`config.mk`:
```
export PLATFORM = sky130hd
export DESIGN_NAME = rpn_stack_evaluator_core
export DESIGN_NICKNAME = d
export VERILOG_FILES = /design/src/rtl/rse_pkg.sv /design/src/rtl/rse_stack_mem.sv /design/src/rtl/rse_alu.sv /design/src/rtl/rpn_stack_evaluator_core.sv
export SDC_FILE = /design/constraint.sdc
export NUM_CORES = 2
export LEC_CHECK = 0
export BUFFER_PORTS_ARGS = -buffer_cell sky130_fd_sc_hd__buf_4
export CELL_PAD_IN_SITES_DETAIL_PLACEMENT = 1
export CELL_PAD_IN_SITES_GLOBAL_PLACEMENT = 2
export CORE_MARGIN = 2
export CORE_UTILIZATION = 30
export CTS_CLUSTER_SIZE = 24
export DETAILED_ROUTE_END_ITERATION = 8
export GPL_TIMING_DRIVEN = 0
export PLACE_DENSITY = 0.57
export REMOVE_ABC_BUFFERS = 1
export SETUP_SLACK_MARGIN = 0.1
export SLEW_MARGIN = 20
export SYNTH_ARGS = -nofsm -noshare
export SYNTH_HDL_FRONTEND = slang
export SYNTH_SLANG_ARGS = --single-unit
```
`constraint.sdc`:
```
create_clock -name clock -period 22.9 [get_ports clock]
set_input_delay 1.145 -clock clock [delete_from_list [all_inputs] [get_ports clock]]
set_output_delay 1.145 -clock clock [all_outputs]
set_load 0.05 [all_outputs]
```
`src/rtl/rse_pkg.sv`:
```
// Shared types, constants and codes for the RPN stack evaluator.
package rse_pkg;

   localparam int SYM_W = 8;
   localparam int VALUE_W = 48;
   localparam int DEPTH_OUT_W = 5;
   localparam int ERR_W = 2;

   localparam int STACK_DEPTH_DEF = 16;
   localparam int FRAC_BITS_DEF = 16;

   localparam logic [SYM_W-1:0] SYM_ADD = 8'd43;
   localparam logic [SYM_W-1:0] SYM_SUB = 8'd45;
   localparam logic [SYM_W-1:0] SYM_MUL = 8'd42;
   localparam logic [SYM_W-1:0] SYM_DIV = 8'd47;
   localparam logic [SYM_W-1:0] CODE_BIAS = 8'd48;

   localparam logic [VALUE_W-1:0] VALUE_MAX = {1'b0, {(VALUE_W-1){1'b1}}};
   localparam logic [VALUE_W-1:0] VALUE_MIN = {1'b1, {(VALUE_W-1){1'b0}}};

   typedef enum logic [ERR_W-1:0] {
      ERR_NONE     = 2'd0,
      ERR_FULL     = 2'd1,
      ERR_DIV_ZERO = 2'd2,
      ERR_SAT      = 2'd3
   } err_type;

   typedef enum logic [1:0] {
      OP_ADD,
      OP_SUB,
      OP_MUL,
      OP_DIV
   } op_type;

   typedef enum logic [1:0] {
      ST_IDLE,
      ST_LOAD,
      ST_EXEC,
      ST_FINISH
   } ctl_state_type;

   typedef enum logic [2:0] {
      ALU_IDLE,
      ALU_MUL,
      ALU_DIV,
      ALU_SAT,
      ALU_DONE
   } alu_state_type;

   typedef struct packed {
      logic   start;
      op_type op;
   } alu_req_type;

   typedef struct packed {
      logic    done;
      err_type err;
   } alu_rsp_type;

endpackage

```
`src/rtl/rse_stack_mem.sv`:
```
// Stack storage: one write port and one read port with registered read data.
module rse_stack_mem #(
   parameter int DEPTH = rse_pkg::STACK_DEPTH_DEF,
   parameter int WIDTH = rse_pkg::VALUE_W
) (
   input  logic                     clock,
   input  logic                     wr_en,
   input  logic [$clog2(DEPTH)-1:0] wr_addr,
   input  logic [WIDTH-1:0]         wr_data,
   input  logic                     rd_en,
   input  logic [$clog2(DEPTH)-1:0] rd_addr,
   output logic [WIDTH-1:0]         rd_data
);

   logic [WIDTH-1:0] store_ff [DEPTH];
   logic [WIDTH-1:0] rd_data_ff;

   always_ff @(posedge clock) begin
      if (wr_en) begin
         store_ff[wr_addr] <= wr_data;
      end
   end

   always_ff @(posedge clock) begin
      if (rd_en) begin
         rd_data_ff <= store_ff[rd_addr];
      end
   end

   assign rd_data = rd_data_ff;

endmodule

```
`src/rtl/rse_alu.sv`:
```
// Multi-cycle fixed-point arithmetic unit: add, subtract, multiply and divide.
module rse_alu #(
   parameter int FRAC_BITS = rse_pkg::FRAC_BITS_DEF
) (
   input  logic                         clock,
   input  logic                         reset,
   input  rse_pkg::alu_req_type         alu_req,
   input  logic [rse_pkg::VALUE_W-1:0]  left_value,
   input  logic [rse_pkg::VALUE_W-1:0]  right_value,
   output rse_pkg::alu_rsp_type         alu_rsp,
   output logic [rse_pkg::VALUE_W-1:0]  result_value
);

   localparam int VW = rse_pkg::VALUE_W;
   localparam int HALF_W = VW / 2;
   localparam int PROD_W = 2 * VW;
   localparam int DIV_W = VW + FRAC_BITS;
   localparam int CNT_W = $clog2(DIV_W + 1);
   localparam int MUL_STEPS = 4;

   rse_pkg::alu_state_type state_ff, state_in;
   rse_pkg::op_type        op_ff;
   rse_pkg::err_type       err_ff;
   logic                   neg_ff;
   logic [VW-1:0]          mag_a_ff;
   logic [VW-1:0]          mag_b_ff;
   logic [PROD_W-1:0]      acc_ff;
   logic [VW-1:0]          pp_ff;
   logic [1:0]             pp_shift_ff;
   logic [DIV_W-1:0]       quo_ff;
   logic [VW-1:0]          rem_ff;
   logic [CNT_W-1:0]       cnt_ff;
   logic [VW-1:0]          result_ff;

   logic [VW-1:0]     mag_left;
   logic [VW-1:0]     mag_right;
   logic [VW:0]       sum_ext;
   logic              sum_over;
   logic [VW-1:0]     sum_sat;
   logic [HALF_W-1:0] a_sel;
   logic [HALF_W-1:0] b_sel;
   logic [VW-1:0]     pp_next;
   logic [PROD_W-1:0] pp_term;
   logic [VW:0]       trial;
   logic              trial_ge;
   logic [PROD_W-1:0] mul_shift;
   logic [VW-1:0]     sel_mag;
   logic              sel_big;
   logic              sat_over;
   logic [VW-1:0]     sat_value;
   logic              right_zero;

   assign mag_left = left_value[VW-1] ? (~left_value + 1'b1) : left_value;
   assign mag_right = right_value[VW-1] ? (~right_value + 1'b1) : right_value;
   assign right_zero = (right_value == '0);

   always_comb begin
      if (alu_req.op == rse_pkg::OP_SUB) begin
         sum_ext = {left_value[VW-1], left_value} - {right_value[VW-1], right_value};
      end else begin
         sum_ext = {left_value[VW-1], left_value} + {right_value[VW-1], right_value};
      end
      sum_over = (sum_ext[VW] != sum_ext[VW-1]);
      if (sum_over) begin
         sum_sat = sum_ext[VW] ? rse_pkg::VALUE_MIN : rse_pkg::VALUE_MAX;
      end else begin
         sum_sat = sum_ext[VW-1:0];
      end
   end

   assign a_sel = cnt_ff[1] ? mag_a_ff[VW-1:HALF_W] : mag_a_ff[HALF_W-1:0];
   assign b_sel = cnt_ff[0] ? mag_b_ff[VW-1:HALF_W] : mag_b_ff[HALF_W-1:0];
   assign pp_next = VW'(a_sel) * VW'(b_sel);

   always_comb begin
      case (pp_shift_ff)
         2'd1:    pp_term = PROD_W'(pp_ff) << HALF_W;
         2'd2:    pp_term = PROD_W'(pp_ff) << VW;
         default: pp_term = PROD_W'(pp_ff);
      endcase
   end

   assign trial = {rem_ff, quo_ff[DIV_W-1]};
   assign trial_ge = (trial >= {1'b0, mag_b_ff});

   always_comb begin
      mul_shift = acc_ff >> FRAC_BITS;
      if (op_ff == rse_pkg::OP_MUL) begin
         sel_mag = mul_shift[VW-1:0];
         sel_big = ((mul_shift >> VW) != '0);
      end else begin
         sel_mag = quo_ff[VW-1:0];
         sel_big = ((quo_ff >> VW) != '0);
      end
      if (neg_ff) begin
         sat_over = sel_big || (sel_mag > rse_pkg::VALUE_MIN);
         sat_value = sat_over ? rse_pkg::VALUE_MIN : (~sel_mag + 1'b1);
      end else begin
         sat_over = sel_big || sel_mag[VW-1];
         sat_value = sat_over ? rse_pkg::VALUE_MAX : sel_mag;
      end
   end

   always_comb begin
      state_in = state_ff;
      case (state_ff)
         rse_pkg::ALU_IDLE: begin
            if (alu_req.start) begin
               case (alu_req.op)
                  rse_pkg::OP_MUL: state_in = rse_pkg::ALU_MUL;
                  rse_pkg::OP_DIV: state_in = right_zero ? rse_pkg::ALU_DONE : rse_pkg::ALU_DIV;
                  default:         state_in = rse_pkg::ALU_DONE;
               endcase
            end
         end
         rse_pkg::ALU_MUL: begin
            if (cnt_ff == CNT_W'(MUL_STEPS)) begin
               state_in = rse_pkg::ALU_SAT;
            end
         end
         rse_pkg::ALU_DIV: begin
            if (cnt_ff == '0) begin
               state_in = rse_pkg::ALU_SAT;
            end
         end
         rse_pkg::ALU_SAT:  state_in = rse_pkg::ALU_DONE;
         rse_pkg::ALU_DONE: state_in = rse_pkg::ALU_IDLE;
         default:           state_in = rse_pkg::ALU_IDLE;
      endcase
   end

   always_comb begin
      alu_rsp.done = (state_ff == rse_pkg::ALU_DONE);
      alu_rsp.err = err_ff;
      result_value = result_ff;
   end

   always_ff @(posedge clock) begin
      if (reset) begin
         state_ff <= rse_pkg::ALU_IDLE;
      end else begin
         state_ff <= state_in;
      end
   end

   always_ff @(posedge clock) begin
      case (state_ff)
         rse_pkg::ALU_IDLE: begin
            if (alu_req.start) begin
               op_ff <= alu_req.op;
               neg_ff <= left_value[VW-1] ^ right_value[VW-1];
               mag_a_ff <= mag_left;
               mag_b_ff <= mag_right;
               acc_ff <= '0;
               rem_ff <= '0;
               quo_ff <= DIV_W'(mag_left) << FRAC_BITS;
               case (alu_req.op)
                  rse_pkg::OP_MUL: begin
                     cnt_ff <= '0;
                  end
                  rse_pkg::OP_DIV: begin
                     cnt_ff <= CNT_W'(DIV_W - 1);
                     result_ff <= left_value[VW-1] ? rse_pkg::VALUE_MIN : rse_pkg::VALUE_MAX;
                     err_ff <= rse_pkg::ERR_DIV_ZERO;
                  end
                  default: begin
                     result_ff <= sum_sat;
                     err_ff <= sum_over ? rse_pkg::ERR_SAT : rse_pkg::ERR_NONE;
                  end
               endcase
            end
         end
         rse_pkg::ALU_MUL: begin
            if (cnt_ff < CNT_W'(MUL_STEPS)) begin
               pp_ff <= pp_next;
               pp_shift_ff <= {1'b0, cnt_ff[1]} + {1'b0, cnt_ff[0]};
            end
            if (cnt_ff != '0) begin
               acc_ff <= acc_ff + pp_term;
            end
            cnt_ff <= cnt_ff + 1'b1;
         end
         rse_pkg::ALU_DIV: begin
            if (trial_ge) begin
               rem_ff <= VW'(trial - {1'b0, mag_b_ff});
            end else begin
               rem_ff <= trial[VW-1:0];
            end
            quo_ff <= {quo_ff[DIV_W-2:0], trial_ge};
            cnt_ff <= cnt_ff - 1'b1;
         end
         rse_pkg::ALU_SAT: begin
            result_ff <= sat_value;
            err_ff <= sat_over ? rse_pkg::ERR_SAT : rse_pkg::ERR_NONE;
         end
         default: begin
         end
      endcase
   end

endmodule

```
`src/rtl/rpn_stack_evaluator_core.sv`:
```
// Top level of the RPN stack evaluator: request control, stack memory and arithmetic unit.
//
//   Channel  Ports                                          Direction  Handshake
//   request  req_symbol, req_end_of_expression              in         req_valid / req_ready
//   result   rsp_top_value, rsp_stack_depth,                out        rsp_valid / rsp_ready
//            rsp_error_code, rsp_final_res
//
// One request is in flight at a time. Divide uses a restoring divider that makes one quotient
// bit per cycle; a divide by zero skips it. Multiply runs as four 24 x 24 partial products
// through one multiplier. The left operand of an operator is read from the stack memory; the
// top entry is held in a register. Reset is synchronous and empties the stack; memory contents
// are not cleared. The next request is taken while a finished result waits in the output register.
module rpn_stack_evaluator_core #(
   parameter int STACK_DEPTH = rse_pkg::STACK_DEPTH_DEF,
   parameter int FRAC_BITS = rse_pkg::FRAC_BITS_DEF
) (
   input  logic                                clock,
   input  logic                                reset,
   input  logic                                req_valid,
   output logic                                req_ready,
   input  logic [rse_pkg::SYM_W-1:0]           req_symbol,
   input  logic                                req_end_of_expression,
   output logic                                rsp_valid,
   input  logic                                rsp_ready,
   output logic signed [rse_pkg::VALUE_W-1:0]  rsp_top_value,
   output logic [rse_pkg::DEPTH_OUT_W-1:0]     rsp_stack_depth,
   output logic [rse_pkg::ERR_W-1:0]           rsp_error_code,
   output logic                                rsp_final_res
);

   localparam int VW = rse_pkg::VALUE_W;
   localparam int SW = rse_pkg::SYM_W;
   localparam int ADDR_W = $clog2(STACK_DEPTH);
   localparam int CNT_W = $clog2(STACK_DEPTH + 1);

   rse_pkg::ctl_state_type state_ff, state_in;
   rse_pkg::op_type        op_ff, op_in;
   logic                   is_op_ff, is_op_in;
   logic                   eoe_ff, eoe_in;
   logic [VW-1:0]          operand_ff, operand_in;
   logic [CNT_W-1:0]       depth_ff, depth_in;
   logic [VW-1:0]          top_ff, top_in;
   logic                   rsp_valid_ff, rsp_valid_in;
   logic [VW-1:0]          rsp_top_ff, rsp_top_in;
   logic [rse_pkg::DEPTH_OUT_W-1:0] rsp_depth_ff, rsp_depth_in;
   rse_pkg::err_type       rsp_err_ff, rsp_err_in;
   logic                   rsp_final_ff, rsp_final_in;

   rse_pkg::op_type      op_dec;
   logic                 is_op_dec;
   logic [SW:0]          digit_diff;
   logic [VW-1:0]        digit_value;
   logic                 depth_ge2;
   logic [CNT_W-1:0]     depth_m2;
   logic [CNT_W-1:0]     pop_depth;
   logic                 accept;
   logic                 slot_free;
   logic                 finish_go;
   logic                 stack_full;
   logic                 push_en;
   logic [VW-1:0]        push_value;
   logic [ADDR_W-1:0]    push_addr;
   logic [CNT_W-1:0]     depth_after;
   logic [31:0]          depth_wide;
   rse_pkg::err_type     step_err;
   logic                 mem_rd_en;
   logic [VW-1:0]        mem_rd_data;
   logic [VW-1:0]        left_value;
   rse_pkg::alu_req_type alu_req;
   rse_pkg::alu_rsp_type alu_rsp;
   logic [VW-1:0]        alu_result;

   rse_stack_mem #(
      .DEPTH (STACK_DEPTH),
      .WIDTH (VW)
   ) u_stack_mem (
      .clock   (clock),
      .wr_en   (finish_go & push_en),
      .wr_addr (push_addr),
      .wr_data (push_value),
      .rd_en   (mem_rd_en),
      .rd_addr (depth_m2[ADDR_W-1:0]),
      .rd_data (mem_rd_data)
   );

   rse_alu #(
      .FRAC_BITS (FRAC_BITS)
   ) u_alu (
      .clock        (clock),
      .reset        (reset),
      .alu_req      (alu_req),
      .left_value   (left_value),
      .right_value  (operand_ff),
      .alu_rsp      (alu_rsp),
      .result_value (alu_result)
   );

   always_comb begin
      is_op_dec = 1'b1;
      op_dec = rse_pkg::OP_ADD;
      case (req_symbol)
         rse_pkg::SYM_ADD: op_dec = rse_pkg::OP_ADD;
         rse_pkg::SYM_SUB: op_dec = rse_pkg::OP_SUB;
         rse_pkg::SYM_MUL: op_dec = rse_pkg::OP_MUL;
         rse_pkg::SYM_DIV: op_dec = rse_pkg::OP_DIV;
         default:          is_op_dec = 1'b0;
      endcase
   end

   assign digit_diff = {1'b0, req_symbol} - {1'b0, rse_pkg::CODE_BIAS};
   assign digit_value = {{(VW-SW-1){digit_diff[SW]}}, digit_diff} << FRAC_BITS;

   assign depth_ge2 = (depth_ff >= CNT_W'(2));
   assign depth_m2 = depth_ff - CNT_W'(2);
   assign pop_depth = depth_ge2 ? depth_m2 : '0;
   assign left_value = depth_ge2 ? mem_rd_data : '0;
   assign slot_free = !rsp_valid_ff || rsp_ready;

   always_comb begin
      state_in = state_ff;
      case (state_ff)
         rse_pkg::ST_IDLE: begin
            if (req_valid) begin
               state_in = is_op_dec ? rse_pkg::ST_LOAD : rse_pkg::ST_FINISH;
            end
         end
         rse_pkg::ST_LOAD: state_in = rse_pkg::ST_EXEC;
         rse_pkg::ST_EXEC: begin
            if (alu_rsp.done) begin
               state_in = rse_pkg::ST_FINISH;
            end
         end
         rse_pkg::ST_FINISH: begin
            if (slot_free) begin
               state_in = rse_pkg::ST_IDLE;
            end
         end
         default: state_in = rse_pkg::ST_IDLE;
      endcase
   end

   always_comb begin
      req_ready = (state_ff == rse_pkg::ST_IDLE);
      accept = req_ready && req_valid;
      mem_rd_en = accept && is_op_dec && depth_ge2;
      alu_req.start = (state_ff == rse_pkg::ST_LOAD);
      alu_req.op = op_ff;
      finish_go = (state_ff == rse_pkg::ST_FINISH) && slot_free;
   end

   always_comb begin
      stack_full = (depth_ff == CNT_W'(STACK_DEPTH));
      if (is_op_ff) begin
         push_en = 1'b1;
         push_value = alu_result;
         push_addr = pop_depth[ADDR_W-1:0];
         depth_after = pop_depth + 1'b1;
         step_err = alu_rsp.err;
      end else begin
         push_en = !stack_full;
         push_value = operand_ff;
         push_addr = depth_ff[ADDR_W-1:0];
         depth_after = stack_full ? depth_ff : depth_ff + 1'b1;
         step_err = stack_full ? rse_pkg::ERR_FULL : rse_pkg::ERR_NONE;
      end
      depth_wide = 32'(depth_after);
   end

   always_comb begin
      op_in = op_ff;
      is_op_in = is_op_ff;
      eoe_in = eoe_ff;
      operand_in = operand_ff;
      depth_in = depth_ff;
      top_in = top_ff;
      rsp_top_in = rsp_top_ff;
      rsp_depth_in = rsp_depth_ff;
      rsp_err_in = rsp_err_ff;
      rsp_final_in = rsp_final_ff;
      rsp_valid_in = rsp_valid_ff && !rsp_ready;
      if (accept) begin
         op_in = op_dec;
         is_op_in = is_op_dec;
         eoe_in = req_end_of_expression;
         if (is_op_dec) begin
            operand_in = (depth_ff != '0) ? top_ff : '0;
         end else begin
            operand_in = digit_value;
         end
      end
      if (finish_go) begin
         top_in = push_en ? push_value : top_ff;
         depth_in = eoe_ff ? '0 : depth_after;
         rsp_valid_in = 1'b1;
         rsp_top_in = push_en ? push_value : top_ff;
         rsp_depth_in = depth_wide[rse_pkg::DEPTH_OUT_W-1:0];
         rsp_err_in = step_err;
         rsp_final_in = eoe_ff;
      end
   end

   always_ff @(posedge clock) begin
      if (reset) begin
         state_ff <= rse_pkg::ST_IDLE;
         depth_ff <= '0;
         rsp_valid_ff <= 1'b0;
      end else begin
         state_ff <= state_in;
         depth_ff <= depth_in;
         rsp_valid_ff <= rsp_valid_in;
      end
   end

   always_ff @(posedge clock) begin
      op_ff <= op_in;
      is_op_ff <= is_op_in;
      eoe_ff <= eoe_in;
      operand_ff <= operand_in;
      top_ff <= top_in;
      rsp_top_ff <= rsp_top_in;
      rsp_depth_ff <= rsp_depth_in;
      rsp_err_ff <= rsp_err_in;
      rsp_final_ff <= rsp_final_in;
   end

   always_comb begin
      rsp_valid = rsp_valid_ff;
      rsp_top_value = rsp_top_ff;
      rsp_stack_depth = rsp_depth_ff;
      rsp_error_code = rsp_err_ff;
      rsp_final_res = rsp_final_ff;
   end

endmodule

```
==> run metrics <==
status complete, no violations; Clk pin slew, worst setup/hold paths roughly 0.06 ns; Slew headroom roughly 23%; Main synth FF type edfxtp_1; total setup buffers inserted after CTS 0; min-delay src req_end_of_expression; CP max FO 20; placed insts 11,300; utilization after layout a little over a third; starting DRC count in detailed routing between 3,000 and 4,000; synthesis-to-layout area growth 16.4%; fmax around 100 MHz; worst path buffer plus inverter count 7; path depth of the worst reg2reg path 27; GP Congestion 0.880; Worst Hold End eoe_ff$_DFFE_PP_; DRC Markers 0; wire length per cell roughly 28 um; worst hold path cell count 1; WS Path Type reg2reg; Crit path max-delay family adder cells; synthesized area per cell ~12 um^2; initial antenna violation count 32; GRT met3 Usage roughly 2.2%; Detailed Routing Iterations Pass 1 5; post-synthesis sequential area ratio ~46%; GRT met2 Usage 37.0%; drt via density between 5 and 6; crit path launch type register; post-route ant nets 0; first-pass GRT wire length around 470,000 um; IO Count 71; total track usage about 22%; vias in the first global route around 64,000; ys async rst share 0%; clock latency on the worst-skew pair 0.85 ns; Critical Path Max Stage Delay 0.82 ns; global route total overflow 0; Post-Synthesis Cell Area around 88,000 um^2; H-tree depth 4; Resized Gates After CTS 0; Post-DP HPWL between 200,000 and 300,000 um; skew final ~0.084 ns; hold_buf cts 0; Die W around 540 um; reg2reg start u_alu.cnt_ff[0]$_DFFE_PP_; final hold vios 0; worst r2r dst u_alu.pp_ff[47]$_DFFE_PP_; share of cells above drive strength 1 about an eighth; Die ar. between 200,000 and 300,000 um^2; Clock Path Buffers 4; WP depth 27; Final Instance Area 102,000 um^2; Starting Density 30.1%; Core Area between 200,000 and 300,000 um^2; root buffer cell clkbuf_16; CP endpoint kind register; Post-synth EDFFs between 1,000 and 1,500; library cells used by synthesis 114; Synthesis Warnings 0; Finished Layout Cells roughly 12,000; Clock Sink Count roughly 1,300; placed cell areas between 90,000 and 100,000 um^2; via count roughly 60,000; Hold WC Path Type in2reg; GRT busiest layer met2; unrepaired setup endpoints after global routing no; FF-to-FF setup slack 13.25 ns; TritonCTS Buffers ~170; Die H between 500 and 600 um; final setup fails 0; Final Max Slew Viols 0; Max Cap Viol 0; fin crit share between 40% and 50%; GR Util met1 roughly 29%; setup tns final 0 ns; Yosys reg bits roughly 1,300; Crit-path slowest cell a21boi_4; # nets final ~8,400; Post-Syn Instances between 7,000 and 8,000; WL final 323,000 um; Worst Tran Pin Value 1.15 ns; Top cell by count, worst path fa_1; fill cell count roughly 31,000; TritonCTS clock tree yes; I/O Buffers 70; largest net degree at the start of global routing 70; CP arrival a little over 10 ns; FP Rows around 200; Crit path required time between 20 and 25 ns; final worst path period need 9.65 ns
==> placed cells by master (no fill, tap or decap), types with 83 or more instances in the layout <==
master,n
mux4_2,240
ha_1,387
a21o_1,151
buf_16,83
mux2i_1,98
and2_1,148
a21oi_1,354
nor2_1,689
edfxtp_1,1338
xor2_1,159
inv_1,675
nand2_1,769
xnor2_1,196
clkbuf_16,168
buf_4,83
o21ai_0,227
fa_1,486
==> Yosys cell counts, drive strengths merged, types with 10 or more instances <==
cell type / instances / area (um^2)
a211oi: 22 / 175
a21boi: 31 / 236
a21o: 151 / 1130
a21oi: 358 / 1810
a22o: 53 / 464
a31oi: 56 / 350
a41oi: 10 / 87.6
and2: 151 / 945
and3: 32 / 206
buf: 71 / 388
clkbuf: 289 / 1090
dfxtp: 11 / 220
edfxtp: 1338 / 40200
fa: 486 / 9730
ha: 389 / 4870
inv: 676 / 2540
mux2: 78 / 878
mux2i: 125 / 1250
mux4: 240 / 5410
nand2: 771 / 2900
nand2b: 50 / 320
nand3: 79 / 400
nand3b: 13 / 97.6
nand4: 73 / 490
nor2: 711 / 2680
nor2b: 34 / 215
nor3: 57 / 297
nor3b: 12 / 90.1
nor4: 34 / 273
o211ai: 24 / 180
o21a: 38 / 285
o21ai: 274 / 1370
o21bai: 47 / 364
o31ai: 69 / 542
o41ai: 10 / 95.1
or2: 28 / 178
or3: 46 / 304
or4: 21 / 161
xnor2: 203 / 1790
xor2: 162 / 1430
==> final cells by class <==
cell class              instances  area, um^2  share of cell area [%]
multi-input cells            5056       44000                    43.2
flip-flops and latches       1349       40400                    39.7
well taps                    3900        4880                    4.79
repair buffers                290        4740                    4.66
clock buffers                 212        4400                    4.32
inverters                     677        2540                    2.50
clock inverters                80         828                   0.813
diodes                          5        12.5                  0.0123
==> cell families after synthesis <==
logic type                 after synthesis  synth area share (%)
AOI/OAI and AO/OA                     1236                  9.08
xor gates and xnor gates               365                  3.68
adders and majority gates              875                  16.7
buffers and inverters                 1037                  4.59
DFF                                   1349                  46.2
muxes                                  443                  8.61
and+or+nand+nor                       2137                  11.2
==> per-stage QoR <==
step	hold slack (ns)	worst slack, ns
5_1_grt	0.442	12.84
2_1_floorplan	0.451	4.79
3_5_place_dp	0.489	13.19
4_1_cts	0.421	13.20
3_3_place_gp	0.500	-8.57
6_report	0.485	13.25
==> registers in the layout, indices dropped and copies added (netlist names), 48 cells and up <==
register              flops
operand_ff               48
rsp_top_value            48
u_alu.acc_ff             96
u_alu.mag_a_ff           48
u_alu.mag_b_ff           48
u_alu.pp_ff              48
u_alu.quo_ff             64
u_alu.rem_ff             48
u_alu.result_value       48
u_stack_mem.rd_data      48
u_stack_mem.store_ff    768
==> how the worst max path moves through the flow <==
stage | start | endpoint | slack, ns
3_3_place_gp | u_alu.cnt_ff[0]$_DFFE_PP_ | u_alu.acc_ff[15]$_SDFFCE_PN0P_ | -8.57
5_1_grt | u_alu.cnt_ff[0]$_DFFE_PP_ | u_alu.pp_ff[47]$_DFFE_PP_ | 12.84
2_1_floorplan | u_alu.cnt_ff[0]$_DFFE_PP_ | u_alu.acc_ff[0]$_SDFFCE_PN0P_ | 4.79
4_1_cts | u_alu.cnt_ff[0]$_DFFE_PP_ | u_alu.pp_ff[47]$_DFFE_PP_ | 13.20
3_5_place_dp | u_alu.cnt_ff[0]$_DFFE_PP_ | u_alu.pp_ff[47]$_DFFE_PP_ | 13.19
6_report | u_alu.cnt_ff[0]$_DFFE_PP_ | u_alu.pp_ff[47]$_DFFE_PP_ | 13.25
==> layer usage <==
metal	wire length, um	vias up	share of wire [%]
li1	-	26700	-
met1	145000	31600	45
met2	157000	1217	49
met3	11600	355	3.6
met4	9210	4	2.8
met5	30	-	0.0093
Power is left out: the tool's default activity adds up to more than one toggle a clock period on the data nets, which glitch-free logic cannot reach.
